[config.mk]
export PLATFORM = sky130hd
export DESIGN_NAME = glcd_serial_frame_refresher_core
export DESIGN_NICKNAME = d
export VERILOG_FILES = /design/src/design/glcd_pkg.sv /design/src/design/glcd_front.sv /design/src/design/glcd_queue.sv /design/src/design/glcd_back.sv /design/src/design/glcd_serial_frame_refresher_core.sv
export SDC_FILE = /design/constraint.sdc
export NUM_CORES = 1
export LEC_CHECK = 0
export BUFFER_PORTS_ARGS = -buffer_cell sky130_fd_sc_hd__buf_4
export CORE_ASPECT_RATIO = 1.25
export CORE_MARGIN = 1
export CORE_UTILIZATION = 50
export CTS_CLUSTER_SIZE = 30
export DETAILED_ROUTE_END_ITERATION = 10
export GPL_TIMING_DRIVEN = 0
export MAX_ROUTING_LAYER = met4
export PLACE_DENSITY = 0.67
export SLEW_MARGIN = 20
export SYNTH_ARGS = -nofsm -noshare
export SYNTH_HDL_FRONTEND = slang
export SYNTH_HIERARCHICAL = 1
export SYNTH_SLANG_ARGS = --single-unit
[constraint.sdc]
create_clock -name clk -period 5.6 [get_ports clk]
set_input_delay 0 -clock clk [delete_from_list [all_inputs] [get_ports clk]]
set_output_delay 0 -clock clk [all_outputs]
set_load 0.02 [all_outputs]
[src/design/glcd_pkg.sv]
// Shared types, constants and helper functions for the graphic LCD frame refresher.
// Used by the front, queue, back and top-level modules; depends on nothing else.
package glcd_pkg;

	localparam int ROW_BYTES     = 16;
	localparam int ROWS_PER_HALF = 32;

	localparam int COL_W = (ROW_BYTES > 1) ? $clog2(ROW_BYTES) : 1;
	localparam int Y_W   = (ROWS_PER_HALF > 1) ? $clog2(ROWS_PER_HALF) : 1;

	localparam logic [COL_W-1:0] COL_LAST = COL_W'(ROW_BYTES - 1);
	localparam logic [Y_W-1:0]   Y_LAST   = Y_W'(ROWS_PER_HALF - 1);

	localparam logic [7:0] CMD_SYNC    = 8'hF8;
	localparam logic [7:0] DAT_SYNC    = 8'hFA;
	localparam logic [7:0] ADDR_BASE   = 8'h80;
	localparam logic [7:0] HALF_OFFSET = 8'h08;
	localparam logic [7:0] HI_MASK     = 8'hF0;

	localparam int QUEUE_DEPTH = 4;
	localparam int QPTR_W      = $clog2(QUEUE_DEPTH);
	localparam int QCNT_W      = $clog2(QUEUE_DEPTH + 1);

	// One classified framebuffer byte waiting for serialization.
	typedef struct packed {
		logic [7:0]     pixel;
		logic           row_start;
		logic           release_sel;
		logic [Y_W-1:0] y;
		logic           half;
	} glcd_item_t;

	function automatic logic [7:0] hi_nibble(input logic [7:0] b);
		return b & HI_MASK;
	endfunction

	function automatic logic [7:0] lo_nibble(input logic [7:0] b);
		return {b[3:0], 4'b0000};
	endfunction

endpackage

[src/design/glcd_front.sv]
// Front end: accepts framebuffer bytes, tracks the column, row and half position,
// and classifies each byte for the back end. Depends on glcd_pkg.
module glcd_front (
	input  logic                clk,
	input  logic                arst_n,
	input  logic                in_valid,
	output logic                in_ready,
	input  logic [7:0]          pixel_byte,
	input  logic                frame_start,
	input  logic                q_full,
	output logic                q_push,
	output glcd_pkg::glcd_item_t q_item
);
	import glcd_pkg::*;

	logic [COL_W-1:0] col_q;
	logic [Y_W-1:0]   y_q;
	logic             half_q;

	logic [COL_W-1:0] col_cur;
	logic [Y_W-1:0]   y_cur;
	logic             half_cur;

	assign in_ready = !q_full;
	assign q_push   = in_valid && in_ready;

	// A frame restart applies to the byte that carries it.
	assign col_cur  = frame_start ? '0 : col_q;
	assign y_cur    = frame_start ? '0 : y_q;
	assign half_cur = frame_start ? 1'b0 : half_q;

	always_comb begin
		q_item.pixel       = pixel_byte;
		q_item.row_start   = (col_cur == '0);
		q_item.release_sel = (col_cur == COL_LAST) && (y_cur == Y_LAST);
		q_item.y           = y_cur;
		q_item.half        = half_cur;
	end

	always_ff @(posedge clk or negedge arst_n) begin
		if (!arst_n) begin
			col_q  <= '0;
			y_q    <= '0;
			half_q <= 1'b0;
		end else if (q_push) begin
			if (col_cur == COL_LAST) begin
				col_q <= '0;
				if (y_cur == Y_LAST) begin
					y_q    <= '0;
					half_q <= !half_cur;
				end else begin
					y_q    <= y_cur + 1'b1;
					half_q <= half_cur;
				end
			end else begin
				col_q  <= col_cur + 1'b1;
				y_q    <= y_cur;
				half_q <= half_cur;
			end
		end
	end

endmodule

[src/design/glcd_queue.sv]
// Short register queue that decouples the classifying front from the serializing back.
// Depends on glcd_pkg for the item type and depth.
module glcd_queue (
	input  logic                clk,
	input  logic                arst_n,
	input  logic                push,
	input  glcd_pkg::glcd_item_t push_item,
	output logic                full,
	input  logic                pop,
	output logic                head_valid,
	output glcd_pkg::glcd_item_t head_item
);
	import glcd_pkg::*;

	glcd_item_t        entries_q [QUEUE_DEPTH];
	logic [QPTR_W-1:0] wr_ptr_q;
	logic [QPTR_W-1:0] rd_ptr_q;
	logic [QCNT_W-1:0] count_q;

	assign full       = (count_q == QCNT_W'(QUEUE_DEPTH));
	assign head_valid = (count_q != '0);
	assign head_item  = entries_q[rd_ptr_q];

	always_ff @(posedge clk) begin
		if (push) begin
			entries_q[wr_ptr_q] <= push_item;
		end
	end

	always_ff @(posedge clk or negedge arst_n) begin
		if (!arst_n) begin
			wr_ptr_q <= '0;
			rd_ptr_q <= '0;
			count_q  <= '0;
		end else begin
			if (push) begin
				wr_ptr_q <= (wr_ptr_q == QPTR_W'(QUEUE_DEPTH - 1)) ? '0 : wr_ptr_q + 1'b1;
			end
			if (pop) begin
				rd_ptr_q <= (rd_ptr_q == QPTR_W'(QUEUE_DEPTH - 1)) ? '0 : rd_ptr_q + 1'b1;
			end
			case ({push, pop})
				2'b10:   count_q <= count_q + 1'b1;
				2'b01:   count_q <= count_q - 1'b1;
				default: count_q <= count_q;
			endcase
		end
	end

endmodule

[src/design/glcd_back.sv]
// Back end: walks each queued item through its serial byte sequence into an
// output register, one serial byte per cycle while the receiver is ready. Depends on glcd_pkg.
module glcd_back (
	input  logic                clk,
	input  logic                arst_n,
	input  logic                head_valid,
	input  glcd_pkg::glcd_item_t head_item,
	output logic                pop,
	output logic                out_valid,
	input  logic                out_ready,
	output logic [7:0]          spi_byte,
	output logic                release_select,
	output logic                last_of_run
);
	import glcd_pkg::*;

	typedef enum logic [2:0] {
		ST_CMD_SYNC = 3'd0,
		ST_ROW_HI   = 3'd1,
		ST_ROW_LO   = 3'd2,
		ST_COL_HI   = 3'd3,
		ST_COL_LO   = 3'd4,
		ST_DAT_SYNC = 3'd5,
		ST_PIX_HI   = 3'd6,
		ST_PIX_LO   = 3'd7
	} step_t;

	logic [2:0] step_q;
	logic       valid_q;
	logic [7:0] byte_q;
	logic       rel_q;
	logic       last_q;

	step_t      step;
	logic       load;
	logic [7:0] row_addr;
	logic [7:0] col_addr;
	logic [7:0] next_byte;

	// Bytes that do not start a row skip the header and begin at the pixel nibbles.
	assign step     = step_t'(head_item.row_start ? step_q : step_q + 3'd6);
	assign load     = head_valid && (!valid_q || out_ready);
	assign pop      = load && (step == ST_PIX_LO);
	assign row_addr = ADDR_BASE | 8'(head_item.y);
	assign col_addr = head_item.half ? (ADDR_BASE | HALF_OFFSET) : ADDR_BASE;

	always_comb begin
		case (step)
			ST_CMD_SYNC: next_byte = CMD_SYNC;
			ST_ROW_HI:   next_byte = hi_nibble(row_addr);
			ST_ROW_LO:   next_byte = lo_nibble(row_addr);
			ST_COL_HI:   next_byte = hi_nibble(col_addr);
			ST_COL_LO:   next_byte = lo_nibble(col_addr);
			ST_DAT_SYNC: next_byte = DAT_SYNC;
			ST_PIX_HI:   next_byte = hi_nibble(head_item.pixel);
			ST_PIX_LO:   next_byte = lo_nibble(head_item.pixel);
			default:     next_byte = CMD_SYNC;
		endcase
	end

	always_ff @(posedge clk or negedge arst_n) begin
		if (!arst_n) begin
			step_q  <= '0;
			valid_q <= 1'b0;
			byte_q  <= '0;
			rel_q   <= 1'b0;
			last_q  <= 1'b0;
		end else begin
			if (load) begin
				valid_q <= 1'b1;
				step_q  <= pop ? 3'd0 : step_q + 3'd1;
				byte_q  <= next_byte;
				rel_q   <= pop && head_item.release_sel;
				last_q  <= pop;
			end else if (out_ready) begin
				valid_q <= 1'b0;
			end
		end
	end

	assign out_valid      = valid_q;
	assign spi_byte       = byte_q;
	assign release_select = rel_q;
	assign last_of_run    = last_q;

endmodule

[src/design/glcd_serial_frame_refresher_core.sv]
// Graphic LCD serial frame refresher: top level joining front, queue and back.
// Depends on glcd_pkg, glcd_front, glcd_queue and glcd_back.
//
// Usage: framebuffer bytes of a 128x64 monochrome display arrive on the slave
// stream, one byte per request, row by row. s_tuser restarts the frame at byte
// zero with the byte that carries it. The master stream carries serial bytes for
// the display controller: at each row start the command sync, the row and column
// addresses split into nibbles and the data sync, then every pixel byte as its
// high nibble followed by its low nibble shifted up. m_tlast marks the final
// serial byte of each input byte; m_tuser asks for chip select release after
// the last byte of each display half.
// Throughput: the back end emits one serial byte per cycle while the receiver
// is ready; a byte that starts a row gives eight serial bytes, any other byte
// two. A four-entry queue between front and back lets input be taken while
// output is stalled. An accepted item passes through the queue into the output
// register. Reset clears the position to byte zero and empties the queue and
// output register. A stalled receiver simply holds the output register; input
// keeps being taken until the queue fills.
module glcd_serial_frame_refresher_core (
	input  logic       clk,
	input  logic       arst_n,
	input  logic       s_tvalid,
	output logic       s_tready,
	input  logic [7:0] s_tdata,   // [7:0] pixel_byte
	input  logic       s_tuser,   // [0] frame_start
	output logic       m_tvalid,
	input  logic       m_tready,
	output logic [7:0] m_tdata,   // [7:0] spi_byte
	output logic       m_tuser,   // [0] release_select
	output logic       m_tlast
);
	import glcd_pkg::*;

	logic       q_full;
	logic       q_push;
	glcd_item_t q_item;
	logic       q_pop;
	logic       head_valid;
	glcd_item_t head_item;

	glcd_front u_front (
		.clk         (clk),
		.arst_n      (arst_n),
		.in_valid    (s_tvalid),
		.in_ready    (s_tready),
		.pixel_byte  (s_tdata),
		.frame_start (s_tuser),
		.q_full      (q_full),
		.q_push      (q_push),
		.q_item      (q_item)
	);

	glcd_queue u_queue (
		.clk        (clk),
		.arst_n     (arst_n),
		.push       (q_push),
		.push_item  (q_item),
		.full       (q_full),
		.pop        (q_pop),
		.head_valid (head_valid),
		.head_item  (head_item)
	);

	glcd_back u_back (
		.clk            (clk),
		.arst_n         (arst_n),
		.head_valid     (head_valid),
		.head_item      (head_item),
		.pop            (q_pop),
		.out_valid      (m_tvalid),
		.out_ready      (m_tready),
		.spi_byte       (m_tdata),
		.release_select (m_tuser),
		.last_of_run    (m_tlast)
	);

endmodule
==> flow_metrics.env, run 1 <==
export IMPL_status="finished with violations"
export IMPL_violations="design-rule violations"
export IMPL_ys_types=54
export IMPL_core_area_um2=8290
export IMPL_num_vias=2444
export IMPL_fin_nets=355
export IMPL_start_util=0.519
export IMPL_die_h_um=106
export IMPL_viasPerCell=5.66
export IMPL_yosysSeqAreaShare=0.616
export IMPL_ant_nets=0
export IMPL_cts_inserted_buffers=9
export IMPL_ctsResizeCount=0
export IMPL_fmax_mhz=288
export IMPL_fin_crit_sh=0.619
export IMPL_fin_setup_tns_ns=0
export IMPL_ys_ff_latch=93
export IMPL_globalplace_congestion=0.787
export IMPL_synth_top_area_frac=0.447
export IMPL_yosysTopAreaCell="edfxtp_1"
export IMPL_clock_sinks=93
export IMPL_clock_latency_ns=0.35
export IMPL_gr_total_overflow=0
export IMPL_irDropWorstVdd_mv=0.173
export IMPL_cts_tree="done"
export IMPL_dp_hpwl_um=5030
export IMPL_slew_headroom=0.429
export IMPL_h_tree_depth=3
export IMPL_synth_commonest_cells="edfxtp_1 (64), dfrtp_1 (29), nand2_1 (19)"
export IMPL_drive_above_1_share=0.206
export IMPL_critical_path_class="flop to flop"
export IMPL_firstDrtPassIters=8
export IMPL_die_x_um=85.0
export IMPL_grt_usage=0.184
export IMPL_area_growth_pct=13.4
export IMPL_yosysMostFrequentCell="edfxtp_1"
export IMPL_worstPathArrival_ns=3.75
export IMPL_post_route_drc_count=3
export IMPL_synth_edf_count=64
export IMPL_drv_cap=0
export IMPL_cts_max_path_buffers=2
export IMPL_row_count=37
export IMPL_netlist_instances=294
export IMPL_dieArea_um2=8980
export IMPL_skew_ns=0.0131
export IMPL_slew_violations=0
export IMPL_power_leakage_nw=1.92
export IMPL_antenna_found_initial=0
export IMPL_hold_class="input port to asynchronous set/reset pin"
export IMPL_crit_path_max_fanout=10
export IMPL_async_flop_share=0.312
export IMPL_synth_area_per_cell_um2=14.6
export IMPL_boundaryPins=25
export IMPL_rsz0062_at_grt="no"
export IMPL_cts_setup_buffers=0
export IMPL_port_buffers=14
export IMPL_diodes=0
export IMPL_grt_pass1_vias=2486
export IMPL_root_buffer="clkbuf_8"
export IMPL_ys_warn_count=6
export IMPL_postCtsHoldBufs=10
export IMPL_hold_viol_final=0
export IMPL_startpoint_type="flop"
export IMPL_worst_slew_pin_slew_ns=0.857
export IMPL_fin_util=0.588
export IMPL_clk_pin_slew_ns=0.10
export IMPL_synthTopCellsByArea="edfxtp_1 (45%), dfrtp_1 (17%), mux4_1 (4.9%)"
export IMPL_worst_setup_path_end_kind="flop"
export IMPL_setup_violations_final=0
export IMPL_p_per_area_nw_per_um2=501
export IMPL_finalWirelength_um=7360
export IMPL_cp_required_ns=5.88
export IMPL_wl_per_cell_um=17.0
export IMPL_ys_flop_type="edfxtp_1"
export IMPL_syn_area_um2=4300
export IMPL_min_period_ns=3.47
export IMPL_first_iter_violations=126
export IMPL_grt_max_degree=30
export IMPL_grt_pass1_wl_um=12100
==> cell type report <==
cell class | count | area [um2]
buffer | 25 | 179
clock buffer | 9 | 124
clock inverter | 7 | 121
fill | 629 | 3410
inverter | 10 | 37.5
multi-input combinational | 167 | 1440
sequential | 93 | 2650
tap | 97 | 121
timing repair buffer | 24 | 205
==> flip-flops by register name, summed over array words and instances (netlist names) <==
| name | count |
|---|---|
| u_front/half_q | 1 |
| u_queue/count_q | 3 |
| u_back/last_of_run | 1 |
| u_front/y_q | 5 |
| u_back/release_select | 1 |
| u_front/col_q | 4 |
| u_queue/rd_ptr_q | 2 |
| u_back/spi_byte | 6 |
| u_queue/entries_q | 64 |
| u_back/step_q | 3 |
| u_back/out_valid | 1 |
| u_queue/wr_ptr_q | 2 |
==> worst max-delay path, cell delays in order (launching register included) <==
cell     delay (ns)
dfrtp_1        0.37
buf_2          0.21
buf_2          0.31
mux4_2         0.43
nor3_1         0.35
o21ai_0        0.27
nor2_1         0.36
ha_1           0.25
inv_1          0.06
fa_1           0.38
xor2_1         0.17
nor2_1         0.11
xor2_1         0.14
==> per-stage QoR <==
step                power [W]  instance area (um2)  instances  worst slack [ns]  hold slack, ns
floorplan             0.00168                 4300        295              2.61          -0.296
global placement      0.00190                 4530        406              2.20         -0.0477
detailed placement    0.00193                 4530        406              2.14         -0.0467
CTS                   0.00247                 4880        432              2.12          0.0720
global route          0.00260                 4880        432              1.89           0.104
finish                0.00244                 4880        432              2.13          0.0862
==> power breakdown <==
group,leakage (nW),switching (W),internal (W)
sequential,0.937,0.0000682,0.000925
clock,0.124,0.000234,0.000300
combinational,0.853,0.000506,0.000409
==> logic make-up (layout without fill, tap and decap cells) <==
kind of cell,after synthesis,count (layout),share of synthesized area
adder cells (fa/ha/maj),12,12,0.0367
multiplexers,20,20,0.101
other,1,2,0.000872
AND/OR/NAND/NOR,84,84,0.107
XOR/XNOR,6,6,0.0122
flip-flops,93,93,0.616
buffers and inverters,35,75,0.0503
AO/OA/AOI/OAI,43,43,0.0762
==> path summary, 6_finish.rpt <==
path | startpoint | to | slack (ns) | cells past startpoint
max in group asynchronous | arst_n | u_front/y_q[1]$_DFFE_PN0P_ | 5.20 | 2
worst max-delay path | u_queue/rd_ptr_q[1]$_DFFE_PN0P_ | u_queue/count_q[2]$_DFFE_PN0P_ | 2.13 | 12
worst max register to register | u_queue/rd_ptr_q[1]$_DFFE_PN0P_ | u_queue/count_q[2]$_DFFE_PN0P_ | 2.13 | 12
worst min-delay path | arst_n | u_back/spi_byte[5]$_DFFE_PN0P_ | 0.09 | 2
min in group clk | s_tvalid | u_front/col_q[1]$_DFFE_PN0P_ | 0.09 | 5
worst min register to register | u_back/spi_byte[3]$_DFFE_PN0P_ | u_back/spi_byte[3]$_DFFE_PN0P_ | 0.48 | 2
==> layout by cell type (no fill, tap or decap), drive strengths merged, types with 4 or more instances in the layout <==
| cell | instances |
|---|---|
| nor2b | 5 |
| edfxtp | 64 |
| inv | 12 |
| dfrtp | 29 |
| dlygate4sd3 | 10 |
| a22o | 4 |
| nor3b | 5 |
| o21ai | 8 |
| nand3 | 4 |
| ha | 11 |
| nor2 | 16 |
| buf | 37 |
| and2 | 8 |
| and3 | 5 |
| mux4 | 16 |
| nand2b | 4 |
| nand3b | 6 |
| nand2 | 19 |
| clkbuf | 11 |
==> layer usage <==
metal | GRT usage | up-vias | wire length (um) | share of wire
met2 | 0.305 | 29 | 3790 | 0.51
met1 | 0.226 | 1230 | 3310 | 0.45
met4 | 0.0775 | 0 | 118 | 0.016
li1 | - | 1173 | - | -
met3 | 0.0282 | 12 | 141 | 0.019
met5 | - | - | 0 | 0
Power figures use the tool's default switching activity.
==> inputs of run 2 (changes only) <==
==> constraint.sdc (replaced) <==
create_clock -name clk -period 3.65 [get_ports clk]
set_input_delay 0 -clock clk [delete_from_list [all_inputs] [get_ports clk]]
set_output_delay 0 -clock clk [all_outputs]
set_load 0.02 [all_outputs]
==> run 2 against run 1 <==
  * Global-route usage stayed put
  * The run still ends with design-rule violations left
  * Sequential power is 53% higher
  * Hold slack hardly changed
  * Worst setup slack worse by 1.9 ns
  * Flip-flop and latch count stayed put
  * Maximum frequency is 2.2% higher
  * Critical path depth stayed put
  * Die area stayed put
  * First-iteration DRC count stayed put
  * Final area hardly changed
  * Critical endpoint unchanged
  * Non-clock buffer count stayed put
==> flow_metrics.env, run 2 (same netlist as run 1, synthesis figures left out) <==
export IMPL_status="finished with violations"
export IMPL_violations="design-rule violations"
export IMPL_viasPerCell=5.66
export IMPL_p_per_area_nw_per_um2=769
export IMPL_crit_path_max_incr_delay_ns=0.43
export IMPL_swShare=0.331
export IMPL_port_buffers=14
export IMPL_drv_cap=0
export IMPL_crit_path_max_fanout=10
export IMPL_final_cell_mix="edfxtp_1 (64), dfrtp_1 (29), buf_4 (26), nand2_1 (19), nor2_1 (15)"
export IMPL_area_growth_pct=13.4
export IMPL_fin_setup_tns_ns=0
export IMPL_slew_violations=0
export IMPL_slew_headroom=0.428
export IMPL_h_tree_depth=3
export IMPL_dp_hpwl_um=5030
export IMPL_p_sw_w=0.00124
export IMPL_fin_nets=355
export IMPL_core_area_um2=8290
export IMPL_fmax_mhz=295
export IMPL_dieArea_um2=8980
export IMPL_hold_class="input port to asynchronous set/reset pin"
export IMPL_fillers=629
export IMPL_grt_pass1_vias=2486
export IMPL_boundaryPins=25
export IMPL_clock_sinks=93
export IMPL_firstDrtPassIters=8
export IMPL_diodes=0
export IMPL_skew_ns=0.0131
export IMPL_num_vias=2444
export IMPL_hold_viol_final=0
export IMPL_final_common_cell="edfxtp_1"
export IMPL_start_util=0.519
export IMPL_first_iter_violations=126
export IMPL_grt_max_degree=30
export IMPL_irDropWorstVdd_mv=0.265
export IMPL_rsz0062_at_grt="no"
export IMPL_clk_pin_slew_ns=0.10
export IMPL_globalplace_congestion=0.787
export IMPL_slowest_stage="mux4_2"
export IMPL_fin_crit_sh=0.930
export IMPL_min_period_ns=3.39
export IMPL_wl_per_cell_um=17.1
export IMPL_ant_nets=0
export IMPL_row_count=37
export IMPL_cp_top_family="simple AND/OR/NAND/NOR gates"
export IMPL_critical_path_class="flop to flop"
export IMPL_place_area_um2=4530
export IMPL_worstPathArrival_ns=3.68
export IMPL_crit_chain="buf_2, buf_2, mux4_2, nor3_1, o21ai_0, nor2_2, ha_1, inv_1, fa_1, xor2_1, nor2_1, xor2_1"
export IMPL_power_frac_comb=0.375
export IMPL_clockPowerShare=0.218
export IMPL_startpoint_type="flop"
export IMPL_top_register="u_queue/entries_q"
export IMPL_design_area_um2=4880
export IMPL_intPower_w=0.00251
export IMPL_cp_required_ns=3.93
export IMPL_largest_register_ffs=64
export IMPL_grt_pass1_wl_um=12100
export IMPL_root_buffer="clkbuf_8"
export IMPL_post_route_drc_count=3
export IMPL_grt_usage=0.184
export IMPL_finalWirelength_um=7380
export IMPL_clock_latency_ns=0.35
export IMPL_power_w=0.00375
export IMPL_cts_tree="done"
export IMPL_setup_violations_final=0
export IMPL_antenna_found_initial=0
export IMPL_power_leakage_nw=1.91
export IMPL_drive_above_1_share=0.209
export IMPL_die_h_um=106
export IMPL_worst_slew_pin_slew_ns=0.858
export IMPL_die_x_um=85.0
export IMPL_hold_slack_ns=0.0861
export IMPL_gr_total_overflow=0
export IMPL_sequentialPowerShare=0.407
export IMPL_worst_setup_path_end_kind="flop"
export IMPL_worst_path_buf_inv=3
export IMPL_cts_inserted_buffers=9
export IMPL_r2r_slack_ns=0.26
export IMPL_cts_setup_buffers=0
export IMPL_cts_max_path_buffers=2
## run 2: cell count changes in the layout (fill, tap and decap cells not counted)
cell    delta
nor2_2     +1
nor2_1     -1
## run 2: layer usage
metal	routed length (um)	part of all wire	global-route usage
met3	145	0.020	0.0282
met4	118	0.016	0.0775
met1	3320	0.45	0.226
met5	0	0	-
met2	3790	0.51	0.305
## run 2: area by class of cell
| class | count | area (um2) | share of cell area |
|---|---|---|---|
| flip-flops and latches | 93 | 2650 | 0.543 |
| multi-input cells | 167 | 1440 | 0.296 |
| repair buffers | 24 | 205 | 0.0421 |
| plain buffers | 25 | 179 | 0.0367 |
| clock buffers | 9 | 124 | 0.0254 |
| clock inverters | 7 | 121 | 0.0249 |
| well taps | 97 | 121 | 0.0249 |
| inverters | 10 | 37.5 | 0.00769 |
## run 2: path summary, 6_finish.rpt
path / startpoint / endpoint / cells past startpoint
worst max-delay path: u_queue/rd_ptr_q[1]$_DFFE_PN0P_ / u_queue/count_q[2]$_DFFE_PN0P_ / 12
worst min-delay path: arst_n / u_back/spi_byte[5]$_DFFE_PN0P_ / 2
worst max register to register: u_queue/rd_ptr_q[1]$_DFFE_PN0P_ / u_queue/count_q[2]$_DFFE_PN0P_ / 12
worst min register to register: u_back/spi_byte[3]$_DFFE_PN0P_ / u_back/spi_byte[3]$_DFFE_PN0P_ / 2
max in group asynchronous: arst_n / u_front/y_q[1]$_DFFE_PN0P_ / 2
min in group clk: s_tvalid / u_front/col_q[1]$_DFFE_PN0P_ / 5
## run 2: power by group through the flow
stage,Clock (W),Combinational [W],Sequential (W)
after floorplan,0,0.00101,0.00157
after global placement,0,0.00137,0.00154
after detailed placement,0,0.00140,0.00155
after CTS,0.000838,0.00142,0.00153
after global routing,0.000888,0.00155,0.00155
final,0.000819,0.00141,0.00152
## run 2: repair_timing
item	in CTS	in global routing
endpoints found under the setup margin	0	1
hold buffers	10	0
hold endpoints to repair	62	0
resized for setup	0	1
## run 2: per-stage QoR
step | util | cells | setup WS (ns)
2_1_floorplan | - | 295 | 0.657
3_3_place_gp | 0.547 | 406 | 0.253
3_5_place_dp | 0.547 | 406 | 0.193
4_1_cts | 0.588 | 432 | 0.172
5_1_grt | 0.589 | 432 | 0.0339
6_report | 0.589 | 432 | 0.255
